$ cat config.mk
export PLATFORM = sky130hd
export DESIGN_NAME = chbd_ram
export DESIGN_NICKNAME = d
export VERILOG_FILES = /design/src/design/chbd_ram.sv
export SDC_FILE = /design/constraint.sdc
export NUM_CORES = 1
export LEC_CHECK = 0
export CORE_MARGIN = 3
export CORE_UTILIZATION = 62
export CTS_CLUSTER_DIAMETER = 80
export DETAILED_ROUTE_END_ITERATION = 10
export DONT_BUFFER_PORTS = 1
export PLACE_DENSITY = 0.75
export SLEW_MARGIN = 20
export SYNTH_ARGS = -nofsm -noshare
export SYNTH_HDL_FRONTEND = slang
export SYNTH_SLANG_ARGS = --single-unit
$ cat constraint.sdc
create_clock -name clk -period 2.04 [get_ports clk]
set_input_delay 0 -clock clk [delete_from_list [all_inputs] [get_ports clk]]
set_output_delay 0 -clock clk [all_outputs]
set_load 0.05 [all_outputs]
$ cat src/design/chbd_ram.sv
// generic simple dual-port ram with registered read
`timescale 1ns / 1ps
module chbd_ram #(
	parameter int WIDTH = 8,
	parameter int DEPTH = 16
) (
	input  logic                     clk,
	input  logic                     we,
	input  logic [$clog2(DEPTH)-1:0] waddr,
	input  logic [WIDTH-1:0]         wdata,
	input  logic                     re,
	input  logic [$clog2(DEPTH)-1:0] raddr,
	output logic [WIDTH-1:0]         rdata
);

	logic [WIDTH-1:0] mem_q [DEPTH];
	logic [WIDTH-1:0] rdata_q;

	always_ff @(posedge clk) begin
		if (we) begin
			mem_q[waddr] <= wdata;
		end
		if (re) begin
			rdata_q <= mem_q[raddr];
		end
	end

	assign rdata = rdata_q;

endmodule

* After elaboration in Yosys (flattened, before gate mapping) *
Memories as Yosys holds them, arrays and structs flattened. A register that Yosys moved wholly into a read port is not among the register bits.
Index checks and enable logic that the tools add are counted.

word-level totals
  register bits = 0
  memory bits (writable) = 128
  bits of input ports = 19
  output and inout bits = 8
  word-level logic and storage cells = 3
  memories = 1

operators by class
  muxes and demuxes = 2

memory list
  name   words  width  rd ports  clocked after memory_dff  write ports  line  source
  mem_q  16     8      1         1                         1            16    logic [WIDTH-1:0] mem_q [DEPTH];

operators by type and width
  operator  count
  $mux W1   2

* Longest topological paths before layout *
  depth in word-level cells = 2
  gate-level depth with buffers = 5
  depth with buffers taken out = 3

* Worst setup path before layout *
No wires, ideal clock.

  path type = input port to flip-flop
  start point = in waddr[2]
  end point = mem mem_q[0][0], enable pin
  library setup time = 383 ps
  arrival time = 1110 ps
  slack = 547 ps
  stages on the path = 2
  cells stage by stage = or3b_2 nor3_1

RTL lines
  what                line  source
  start: declaration  9     input logic [$clog2(DEPTH)-1:0] waddr,
  end: declaration    16

Straight into the memory's write port.

==> results.cfg <==
[power]
p_seq_share_pct = 51.3
p_switching_mw = 1.30
p_clk_share_pct = 44.5
pwr_density_cell_nw_per_um2 = 1030
p_leak_nw = 2.03
comb_power_share_pct = 4.3
peakVddDrop_uv = 734
p_int_mw = 4.99
swShare_pct = 20.6
p_total_mw = 6.28

[worst_setup_path]
worstReg2RegEnd = rdata[4]$_DFFE_PP_
start_kind = flip-flop
crit_fanout = 1
worstPathCellList = mux4_1, dlygate4sd3_1, a22oi_2, nand2_1
worstSetupPathType = reg2reg
ff2ff_path_depth = 4
r2r_start = mem_q[9][4]$_DFFE_PP_
worst_ep_arrival_time_ns = 2.26
cp.required_ns = 2.29
crit_path_top_delay_cell = dlygate4sd3_1
r2r_setup_slack_ns = 0.03
critical-path-max-stage-delay_ns = 0.60
endpoint_kind = flip-flop

[placed_design]
detailed_place_hpwl_mm = 5.98
io_buffer_count = 0
placed_area_um2 = 5370
gp_congestion = 0.754

[drt]
routed_wirelength_mm = 10.2
drtIter0Drc = 198
routed_via_density = 6.53
firstDrtPassIters = 5
num_vias = 2502
drc = 0
ant_nets = 0
wl_per_cell_um = 26.7

[timing]
whs_ns = 0.0318
worst_clock_skew_ns = 0.00512
max_slew.worst_pin.slew_ns = 0.872
fin_crit_sh_pct = 98.5
setup-tns-final_ns = 0
min_period_ns = 2.01
maxSlewViolCount = 0
hold_viol = 0
fmax_ghz = 0.498
max_slew_margin_pct = 41.6
setup_viol = 0

[logic_synthesis]
synth_nets = 248
synth_area_leaders = edfxtp_1, mux4_2, mux4_1
ys_warn_count = 0
avgSynthCellArea_um2 = 22.8
yosys.area.top_type = edfxtp_1
synth_top_area_share_pct = 78.1
ys_types = 18
synth_seq_cells = 136
seq_area_frac_synth_pct = 78.1
synthCells = 229
syn-cell-area_um2 = 5230

[floorplan]
dieArea_um2 = 9570
num_rows = 32
die_h_um = 97.8
io_pins = 27
start_util_pct = 65.6
dieWidth_um = 97.8
core_um2 = 7970

[global_routing]
grt_pass1_wl_mm = 15.8
grt-ovfl-total = 0
grt_usage_pct = 23.4
grt_antenna_before_repair = 0
grt_pass1_vias = 2666
grt_start_max_net_pins = 33

[min_path]
hold_class = in2reg
hold_end = mem_q[6][3]$_DFFE_PP_
worstHoldStart = waddr[1]
min_path_cells = 3

[final_layout]
design_area_um2 = 6120
final_nets = 288
fill_cells = 403
postLayoutCoreUtil_pct = 76.8
n_antenna_cell = 0
area_growth_pct = 17.1
drive_above_1_share_pct = 23.1

[clock_tree]
h-tree-depth = 4
clk_path_buf_depth = 2
cts.sinks = 136
cts_buffers = 17
clk_latency_ns = 0.51
cts_tree = built
cts_root_buf = clkbuf_8
clk_pin_slew_worst_paths_ns = 0.06

[outcome]
outcome = finished, final reports clean

[flow_run]
maxCapViolCount = 0
[synth_stat cells]
library cell,count
nand2_1,9
or3b_2,1
a22oi_1,16
nand3_1,1
edfxtp_1,136
mux4_1,14
nor2_1,13
nand3b_1,2
mux4_2,18
and2b_1,1
nor2b_1,1
and2_1,1
nand2b_1,2
buf_4,1
nor3_1,4
clkdlybuf4s25_2,3
buf_2,3
buf_6,3
[worst max-delay path, delay by kind of cell, from the launching register on]
family,cells,cell delay (ns)
AO/OA/AOI/OAI,1,0.18
buffers and inverters,1,0.60
flip-flops,1,0.38
multiplexers,1,0.52
AND/OR/NAND/NOR,1,0.07
[per-stage QoR]
step	cells	worst slack, ns
after global routing	383	-0.0235
after floorplan	229	0.547
after CTS	383	0.114
final	383	0.0306
after detailed placement	334	0.529
after global placement	334	0.611
[final cells by class]
type                    count  area (um2)  area share (%)
well taps                 102         128            2.09
clock buffers              17         414            6.77
repair buffers             31         298            4.87
flip-flops and latches    136        4080            66.7
multi-input cells          83        1060            17.4
clock inverters            14         135            2.21
[registers in the layout (all words and copies together), names as in the netlist]
signal / cells
mem_q: 128
rdata: 8
[per-layer routing]
metal / global-route usage (%) / wire length (um) / vias to the layer above
li1: - / - / 1063
met1: 31.4 / 4060 / 1299
met2: 36.4 / 5240 / 127
met3: 7.86 / 751 / 13
met4: 8.20 / 164 / 0
met5: 0 / 0 / -
[repair_timing]
action                                 CTS  global route
setup endpoints to repair                0             1
buffers inserted                         0             0
hold buffers                            18             0
gates resized for setup                  0             1
endpoints found under the hold margin  202             0
[cell usage in the layout, fill, tap and decap left out, types with 3 or more instances in the layout]
cell type / instances
mux4_1: 14
mux4_2: 18
nor3_1: 4
clkbuf_16: 16
nand2_1: 9
buf_4: 13
nor2_1: 13
edfxtp_1: 136
clkinv_4: 3
dlygate4sd3_1: 16
clkinv_2: 6
a22oi_1: 15
[worst max path at each step]
stage	from	endpoint	slack (ns)	cells after the start
global placement	mem_q[3][4]$_DFFE_PP_	rdata[4]$_DFFE_PP_	0.61	3
finish	mem_q[9][4]$_DFFE_PP_	rdata[4]$_DFFE_PP_	0.03	4
floorplan	waddr[2]	mem_q[0][0]$_DFFE_PP_	0.55	2
detailed placement	mem_q[8][1]$_DFFE_PP_	rdata[1]$_DFFE_PP_	0.53	3
global route	mem_q[10][4]$_DFFE_PP_	rdata[4]$_DFFE_PP_	-0.02	4
CTS	mem_q[10][4]$_DFFE_PP_	rdata[4]$_DFFE_PP_	0.11	4
[cell families after synthesis]
family,share of synthesized area [%]
AND/OR/NAND/NOR,3.14
AO/OA/AOI/OAI,2.30
multiplexers,14.8
flip-flops,78.1
buffers and inverters,1.65
[power groups by stage]
stage | clock network (mW) | registers [mW] | logic, mW
finish | 2.79 | 3.22 | 0.268
global route | 2.96 | 3.22 | 0.289
CTS | 2.83 | 3.22 | 0.266
detailed placement | 0 | 3.28 | 0.165
global placement | 0 | 3.27 | 0.161
floorplan | 0 | 3.27 | 0.159
(Power assumes the default switching activity.)
