==> config.mk <==
export PLATFORM = sky130hd
export DESIGN_NAME = chbd_mac
export DESIGN_NICKNAME = d
export VERILOG_FILES = /design/src/design/chbd_pkg.sv /design/src/design/chbd_mac.sv
export SDC_FILE = /design/constraint.sdc
export NUM_CORES = 2
export LEC_CHECK = 0
export BUFFER_PORTS_ARGS = -buffer_cell sky130_fd_sc_hd__buf_2
export CAP_MARGIN = 20
export CORE_ASPECT_RATIO = 0.8
export CORE_MARGIN = 8
export CORE_UTILIZATION = 54
export DETAILED_ROUTE_END_ITERATION = 10
export PLACE_DENSITY = 0.73
export SLEW_MARGIN = 15
export SYNTH_ARGS = -nofsm -noshare
export SYNTH_HDL_FRONTEND = slang
export SYNTH_SLANG_ARGS = --single-unit
==> constraint.sdc <==
create_clock -name clk -period 8.41 [get_ports clk]
set_input_delay 0 -clock clk [delete_from_list [all_inputs] [get_ports clk]]
set_output_delay 0 -clock clk [all_outputs]
set_load 0.01 [all_outputs]
==> src/design/chbd_pkg.sv <==
// shared constants, types and coefficient rom for the cascaded half-band decimator
`timescale 1ns / 1ps
package chbd_pkg;

	localparam int SAMPLE_BITS   = 24;
	localparam int COEF_BITS     = 18;
	localparam int HALF_SPAN     = 31;
	localparam int SPAN          = 2 * HALF_SPAN + 1;
	localparam int MAX_STAGES    = 3;
	localparam int STAGE_BITS    = 2;
	localparam int FRAC_BITS     = COEF_BITS - 1;
	localparam int TAPS          = (HALF_SPAN + 1) / 2 + 1;
	localparam int TAP_BITS      = $clog2(TAPS);
	localparam int READS         = 2 * TAPS;
	localparam int RD_CNT_BITS   = $clog2(READS);
	localparam int PAIR_BITS     = SAMPLE_BITS + 1;
	localparam int PROD_BITS     = PAIR_BITS + COEF_BITS;
	localparam int ACC_BITS      = PROD_BITS + 1;
	localparam int PTR_BITS      = $clog2(SPAN);
	localparam int ROW_BITS      = 2 * SAMPLE_BITS;
	localparam int ROWS          = MAX_STAGES * SPAN;
	localparam int ROW_ADDR_BITS = $clog2(ROWS);
	localparam int RND_HALF      = 1 << (FRAC_BITS - 1);
	localparam int SAT_MAX       = (1 << (SAMPLE_BITS - 1)) - 1;
	localparam int SAT_MIN       = -(1 << (SAMPLE_BITS - 1));
	localparam int CFG_IDX_BITS  = 1;

	localparam logic [CFG_IDX_BITS-1:0] REG_STAGE_COUNT = 1'b0;

	typedef logic signed [SAMPLE_BITS-1:0] sample_t;
	typedef logic signed [COEF_BITS-1:0]   coef_t;

	typedef struct packed {
		logic                clr;
		logic                v;
		logic                second;
		logic [TAP_BITS-1:0] tap;
	} mac_ctl_t;

	// tap 0 is the centre tap halved, applied to the centre sample read twice
	function automatic coef_t coef_rom(input logic [TAP_BITS-1:0] tap);
		coef_t c;
		case (tap)
			5'd0:    c = 18'sd32768;
			5'd1:    c = 18'sd41515;
			5'd2:    c = -18'sd13298;
			5'd3:    c = 18'sd7364;
			5'd4:    c = -18'sd4659;
			5'd5:    c = 18'sd3074;
			5'd6:    c = -18'sd2040;
			5'd7:    c = 18'sd1334;
			5'd8:    c = -18'sd848;
			5'd9:    c = 18'sd518;
			5'd10:   c = -18'sd300;
			5'd11:   c = 18'sd163;
			5'd12:   c = -18'sd81;
			5'd13:   c = 18'sd36;
			5'd14:   c = -18'sd13;
			5'd15:   c = 18'sd4;
			default: c = '0;
		endcase
		return c;
	endfunction

	function automatic logic [ROW_ADDR_BITS-1:0] stage_base(input logic [STAGE_BITS-1:0] s);
		logic [ROW_ADDR_BITS-1:0] b;
		case (s)
			2'd1:    b = ROW_ADDR_BITS'(SPAN);
			2'd2:    b = ROW_ADDR_BITS'(2 * SPAN);
			default: b = '0;
		endcase
		return b;
	endfunction

endpackage

==> src/design/chbd_mac.sv <==
// shared multiply-accumulate unit with pair adder and round/saturate
`timescale 1ns / 1ps
module chbd_mac (
	input  logic               clk,
	input  logic               arst_n,
	input  chbd_pkg::mac_ctl_t ctl,
	input  chbd_pkg::sample_t  row_left,
	input  chbd_pkg::sample_t  row_right,
	output chbd_pkg::sample_t  res_left,
	output chbd_pkg::sample_t  res_right,
	output logic               done
);

	localparam int QB = chbd_pkg::ACC_BITS - chbd_pkg::FRAC_BITS;

	chbd_pkg::sample_t                        hold_l_q, hold_r_q;
	logic signed [chbd_pkg::PAIR_BITS-1:0]    pair_l_s2, pair_r_s2;
	logic [chbd_pkg::TAP_BITS-1:0]            tap_s2;
	logic                                     pv_s2, pr_s2;
	logic signed [chbd_pkg::PROD_BITS-1:0]    prod_s3;
	logic                                     pv_s3, ch_s3, last_s3;
	logic signed [chbd_pkg::ACC_BITS-1:0]     acc_l_q, acc_r_q;
	logic                                     done_q;
	logic signed [chbd_pkg::PAIR_BITS-1:0]    mul_op;
	chbd_pkg::coef_t                          mul_c;
	logic signed [chbd_pkg::PROD_BITS-1:0]    prod;

	function automatic chbd_pkg::sample_t round_sat(
		input logic signed [chbd_pkg::ACC_BITS-1:0] acc
	);
		logic signed [chbd_pkg::ACC_BITS-1:0] rnd;
		logic signed [QB-1:0]                 q;
		chbd_pkg::sample_t                    r;
		rnd = acc + (acc[chbd_pkg::ACC_BITS-1] ?
			chbd_pkg::ACC_BITS'(chbd_pkg::RND_HALF - 1) :
			chbd_pkg::ACC_BITS'(chbd_pkg::RND_HALF));
		q = QB'(rnd >>> chbd_pkg::FRAC_BITS);
		if (q > QB'(chbd_pkg::SAT_MAX)) begin
			r = chbd_pkg::SAMPLE_BITS'(chbd_pkg::SAT_MAX);
		end else if (q < QB'(chbd_pkg::SAT_MIN)) begin
			r = chbd_pkg::SAMPLE_BITS'(chbd_pkg::SAT_MIN);
		end else begin
			r = chbd_pkg::SAMPLE_BITS'(q);
		end
		return r;
	endfunction

	// left product in the first cycle of a pair, right product in the next
	assign mul_op = pr_s2 ? pair_r_s2 : pair_l_s2;
	assign mul_c  = chbd_pkg::coef_rom(tap_s2);
	assign prod   = mul_op * mul_c;

	always_ff @(posedge clk or negedge arst_n) begin
		if (!arst_n) begin
			hold_l_q  <= '0;
			hold_r_q  <= '0;
			pair_l_s2 <= '0;
			pair_r_s2 <= '0;
			tap_s2    <= '0;
			pv_s2     <= 1'b0;
			pr_s2     <= 1'b0;
			prod_s3   <= '0;
			pv_s3     <= 1'b0;
			ch_s3     <= 1'b0;
			last_s3   <= 1'b0;
			acc_l_q   <= '0;
			acc_r_q   <= '0;
			done_q    <= 1'b0;
		end else begin
			pv_s2 <= ctl.v && ctl.second;
			if (ctl.v && !ctl.second) begin
				hold_l_q <= row_left;
				hold_r_q <= row_right;
			end
			if (ctl.v && ctl.second) begin
				pair_l_s2 <= chbd_pkg::PAIR_BITS'(hold_l_q) + chbd_pkg::PAIR_BITS'(row_left);
				pair_r_s2 <= chbd_pkg::PAIR_BITS'(hold_r_q) + chbd_pkg::PAIR_BITS'(row_right);
				tap_s2    <= ctl.tap;
			end
			pr_s2   <= pv_s2;
			pv_s3   <= pv_s2 || pr_s2;
			ch_s3   <= pr_s2;
			last_s3 <= pr_s2 && (tap_s2 == chbd_pkg::TAP_BITS'(chbd_pkg::TAPS - 1));
			if (pv_s2 || pr_s2) begin
				prod_s3 <= prod;
			end
			if (ctl.clr) begin
				acc_l_q <= '0;
				acc_r_q <= '0;
			end else if (pv_s3) begin
				if (ch_s3) begin
					acc_r_q <= acc_r_q + chbd_pkg::ACC_BITS'(prod_s3);
				end else begin
					acc_l_q <= acc_l_q + chbd_pkg::ACC_BITS'(prod_s3);
				end
			end
			done_q <= pv_s3 && last_s3;
		end
	end

	assign res_left  = round_sat(acc_l_q);
	assign res_right = round_sat(acc_r_q);
	assign done      = done_q;

endmodule

# == Word level (Yosys, flattened, before mapping) ==
# Memory sizes are Yosys's and may differ from the RTL's.
# Cells that the tools add are included.
# Widths: inputs -> output; s select.
# word_totals
out_inout_bits,49
mem_bits_ro,288
inputBits,58
reg_bits,240
n_memories,1
latch_bits,0
ramBits,0
# memory_table
name,words,width,rd,rd_ports_with_merged_regs,wr,line_no,source
(no name shown),16,18,1,0,0,chbd_pkg.sv:43,case (tap)
# op_classes
n_div,0
n_shift,0
n_eq_ne,2
n_addsub,6
bitwise_logic,0
muxes,14
magnitude_cmp,4
reduce_logical,10
multipliers,1
# ops
op,count
$mux 44,6
$mux 24,4
$add 44x18->44,2
$add 44x43->44,2
$gt 27x24->1 const B,2
$lt 27x24->1 const B,2
$add 24x24->25,2
$mul 25x18->43,1
$mux 17,2
$mux 25,1
$mux 18,1
$eq 5x5->1 const B,1
$logic_and 1x1->1,4
$reduce_and 2->1,2
$reduce_bool 2->1,2
$ne 2x2->1 const B,1
$logic_not 1->1,1
$logic_or 1x1->1,1

# == Logic depth before layout (Yosys ltp) ==
# logic_depth
depth_word,5
mapped_depth,32

# == Least setup slack after synthesis ==
# Ideal clock, no wire load.
# synth_path
path_kind,reg-to-reg
from,register tap_s2[0] (netlist name)
to,register prod_s3[42] (netlist name)
n_path_buf,1
t_arrival_ps,7285
setup_time_ps,69
path_stages_with_launch,30
setup_slack_ps,1057
path_cell_list,dfrtp_1 inv_1 ha_1 nor2b_1 a211oi_1 a211oi_1 clkbuf_1 nand2_1 fa_1 fa_1 inv_1 ha_1 inv_1 fa_1 inv_1 fa_1 inv_1 fa_1 inv_1 ha_1 a21o_1 a21o_1 a21o_1 a41o_1 a31oi_1 o21ai_1 a41oi_1 a31oi_1 or3_1 nand3_1
# synth_between
elab_chain_cells,3
# synth_lines
item,line_no,source
"start, declared",chbd_mac.sv:18,logic [chbd_pkg::TAP_BITS-1:0] tap_s2;
"start signal, assigned",chbd_mac.sv:78,tap_s2 <= ctl.tap;
$mem_v2 16x18,-,
$mux 18,chbd_pkg.sv:43,
$mul 25x18->43,chbd_mac.sv:51,assign prod = mul_op * mul_c;
"end signal, assigned",chbd_mac.sv:85,prod_s3 <= prod;
"end, declared",chbd_mac.sv:20,logic signed [chbd_pkg::PROD_BITS-1:0] prod_s3;
# Every way passes these cells.
# A chain may end at the register's enable or synchronous reset.

# == Final worst setup path ==
# Same ends and word-level chain as after synthesis.

==> flow_summary.yaml <==
timing:
  fin_skew_ns: 0.0296
  finalHoldViolations: 9
  finalSetupTns_ns: 0
  max_slew.worst_pin.slew_ns: 1.05
  fmax_mhz: 127
  slew_violations: 0
  period_share: 0.938
  finalSetupViolations: 0
  min_period_ns: 7.88
  rsz0062_at_grt: "no"
  relSlewSlack: 0.302
  fin_hold_ws_ns: -0.0111
logic_synthesis:
  synthCells: 3922
  yosys_warnings: 0
  synth.distinct_cells: 95
  synth_edf_count: 0
  ys.flop_type: "dfrtp_1"
  synth.net_count: 4705
  postSynthAreaPerCell_um2: 8.67
  syn-cell-area_um2: 34000
  ys_seq_area_frac: 0.177
  ys_ff_latch: 240
  synthArstFlopShare: 1.00
clock_network:
  clkSinkCount: 240
  cts_tree: "yes"
  clk_latency_ns: 0.59
  cts_max_level: 1
  path_clk_slew_ns: 0.06
  cts_root_buffer: "clkbuf_16"
  cts_buffers: 28
  cts_buffer_depth: 3
drt:
  wl_met1_um: 37800
  vias: 27942
  top_layer: "met4"
  dr_wl_met3_um: 7100
  wire_per_inst_um: 18.0
  drt_iter0_drc: 1983
  wirelength_um: 87800
  route.detailed.drc: 0
  postRouteAntennaNets: 0
  dr.pass1.iters: 5
  route.met2.wl_um: 40200
  avgViaCountPerCell: 5.72
critical_path:
  critical_path_class: "reg -> reg"
  cp-startpoint: "tap_s2[0]"
  arrival_ns: 8.41
  cp_top_family: "adder cells"
  critical_path_required_ns: 8.93
  worst_path_most_repeated_cell: "inv_1"
  crit_path_top_delay_cell: "fa_1"
  crit_path_end_kind: "register"
  critPathBufInv: 8
  reg2regPathDepth: 31
  r2r_end: "prod_s3[42]"
  crit_fanout: 12
  worst_path_largest_cell_delay_ns: 0.54
  start_kind: "register"
  r2r_slack_ns: 0.53
  r2r_start: "tap_s2[0]"
flow_run:
  drv_cap: 0
run_status:
  failed_checks: "negative hold slack"
  status: "complete, but fails checks"
place:
  port_buffers: 106
  place_congestion: 0.941
  placed_cell_area_um2: 35500
  dpl.hpwl_um: 69600
cells_and_area:
  final_common_cell: "inv_1"
  fin_nets: 4805
  nFillCells: 5480
  fin_area_um2: 37100
  mostFrequentLayoutCells: "582 x inv_1, 562 x nand2_1, 441 x fa_1"
  areaGrowthSynthToFinish_pct: 8.98
  layout-drive-gt1-share: 0.0901
global_route:
  grt_pass1_wl_um: 144000
  grt_max_degree: 158
  antenna_found_initial: 0
  grt.total_usage: 0.249
  grt.overflow.total: 0
  grt_pass1_vias: 27966
die:
  die_area_um2: 71300
  die_y_um: 240
  fp.dieW_um: 297
  ios: 107
  core_um2: 62500
  fp-row-count: 82
  initial_core_util: 0.544
hold_path:
  hp-class: "in -> async"
==> state kept, by name, indices dropped and copies added (netlist names), 5 cells and up <==
register and count:
acc_l_q 44, acc_r_q 44, prod_s3 43, pair_l_s2 25, pair_r_s2 25, hold_l_q 24
hold_r_q 24, tap_s2 5
==> per-layer routing <==
metal,vias to the layer above,GRT usage
met3,189,0.0512
met1,13711,0.342
met5,-,0
met2,986,0.400
met4,0,0.0683
li1,13056,-
==> Yosys cell counts (all sizes together) (5+ instances only) <==
library cell	n	area, um2
o21a	26	195
o2111ai	6	52.6
xnor2	112	981
or3	20	125
o211ai	11	87.6
nor2	293	1110
nand4	26	163
fa	441	8830
inv	582	2180
nor3	40	205
o21ai	204	1070
mux2i	28	280
nand2b	21	131
clkbuf	118	444
mux2	75	845
nor4b	6	52.6
a21boi	9	67.6
and3	32	200
or2	14	87.6
buf	31	165
o21bai	14	105
nand3	70	355
o31ai	21	185
a211o	10	87.6
a31oi	23	150
a21o	102	773
a21oi	234	1170
xor2	72	631
nand3b	5	37.5
dfrtp	240	6010
and2	24	153
ha	284	3550
a31o	12	105
a41oi	7	80.1
nor2b	24	150
nor3b	8	76.3
a211oi	31	233
nand2	563	2110
a221oi	10	100
and4	14	125
==> what timing repair did <==
item / in CTS / in global routing
hold buffers: 55 / 0
setup endpoints to repair: 0 / 7
setup buffers: 0 / 0
endpoints found under the hold margin: 195 / 0
resized for setup: 0 / 9
==> cell type report <==
| class | count | area (um2) | share of cell area |
|---|---|---|---|
| repair buffers | 219 | 1540 | 0.0415 |
| diodes | 1 | 2.50 | 0.0000675 |
| well taps | 840 | 1050 | 0.0283 |
| multi-input cells | 2950 | 25300 | 0.683 |
| clock inverters | 12 | 180 | 0.00486 |
| inverters | 583 | 2190 | 0.0590 |
| clock buffers | 38 | 788 | 0.0213 |
| flip-flops and latches | 240 | 6010 | 0.162 |
==> worst max-delay path by stage <==
stage                       end  slack [ns]  depth (start not counted)
global route        prod_s3[42]        0.06                         30
finish              prod_s3[42]        0.53                         31
CTS                 prod_s3[42]        0.45                         28
detailed placement  prod_s3[42]        0.47                         31
global placement    prod_s3[31]        0.58                         30
floorplan           prod_s3[42]        1.06                         29
==> cell families (layout without fill, tap and decap cells) <==
group	Yosys count	after routing	synth area share
AOI/OAI and AO/OA	766	766	0.145
xor gates and xnor gates	184	184	0.0474
adders and majority gates	725	725	0.364
buffers and inverters	732	852	0.0822
DFF	240	240	0.177
muxes	103	103	0.0331
other	0	1	0
and+or+nand+nor	1172	1172	0.152
==> through the flow <==
stage          utilization  cells  setup slack (ns)  hold slack [ns]
2_1_floorplan            -   3922              1.06           -0.296
3_3_place_gp         0.568   4776             0.582           0.0168
3_5_place_dp         0.568   4776             0.466           0.0455
4_1_cts              0.592   4881             0.449          0.00340
5_1_grt              0.593   4882            0.0591           0.0474
6_report             0.593   4883             0.525          -0.0111
Power is not shown: default switching activity piles up to over one toggle a cycle in this logic, so the estimate is an artifact.
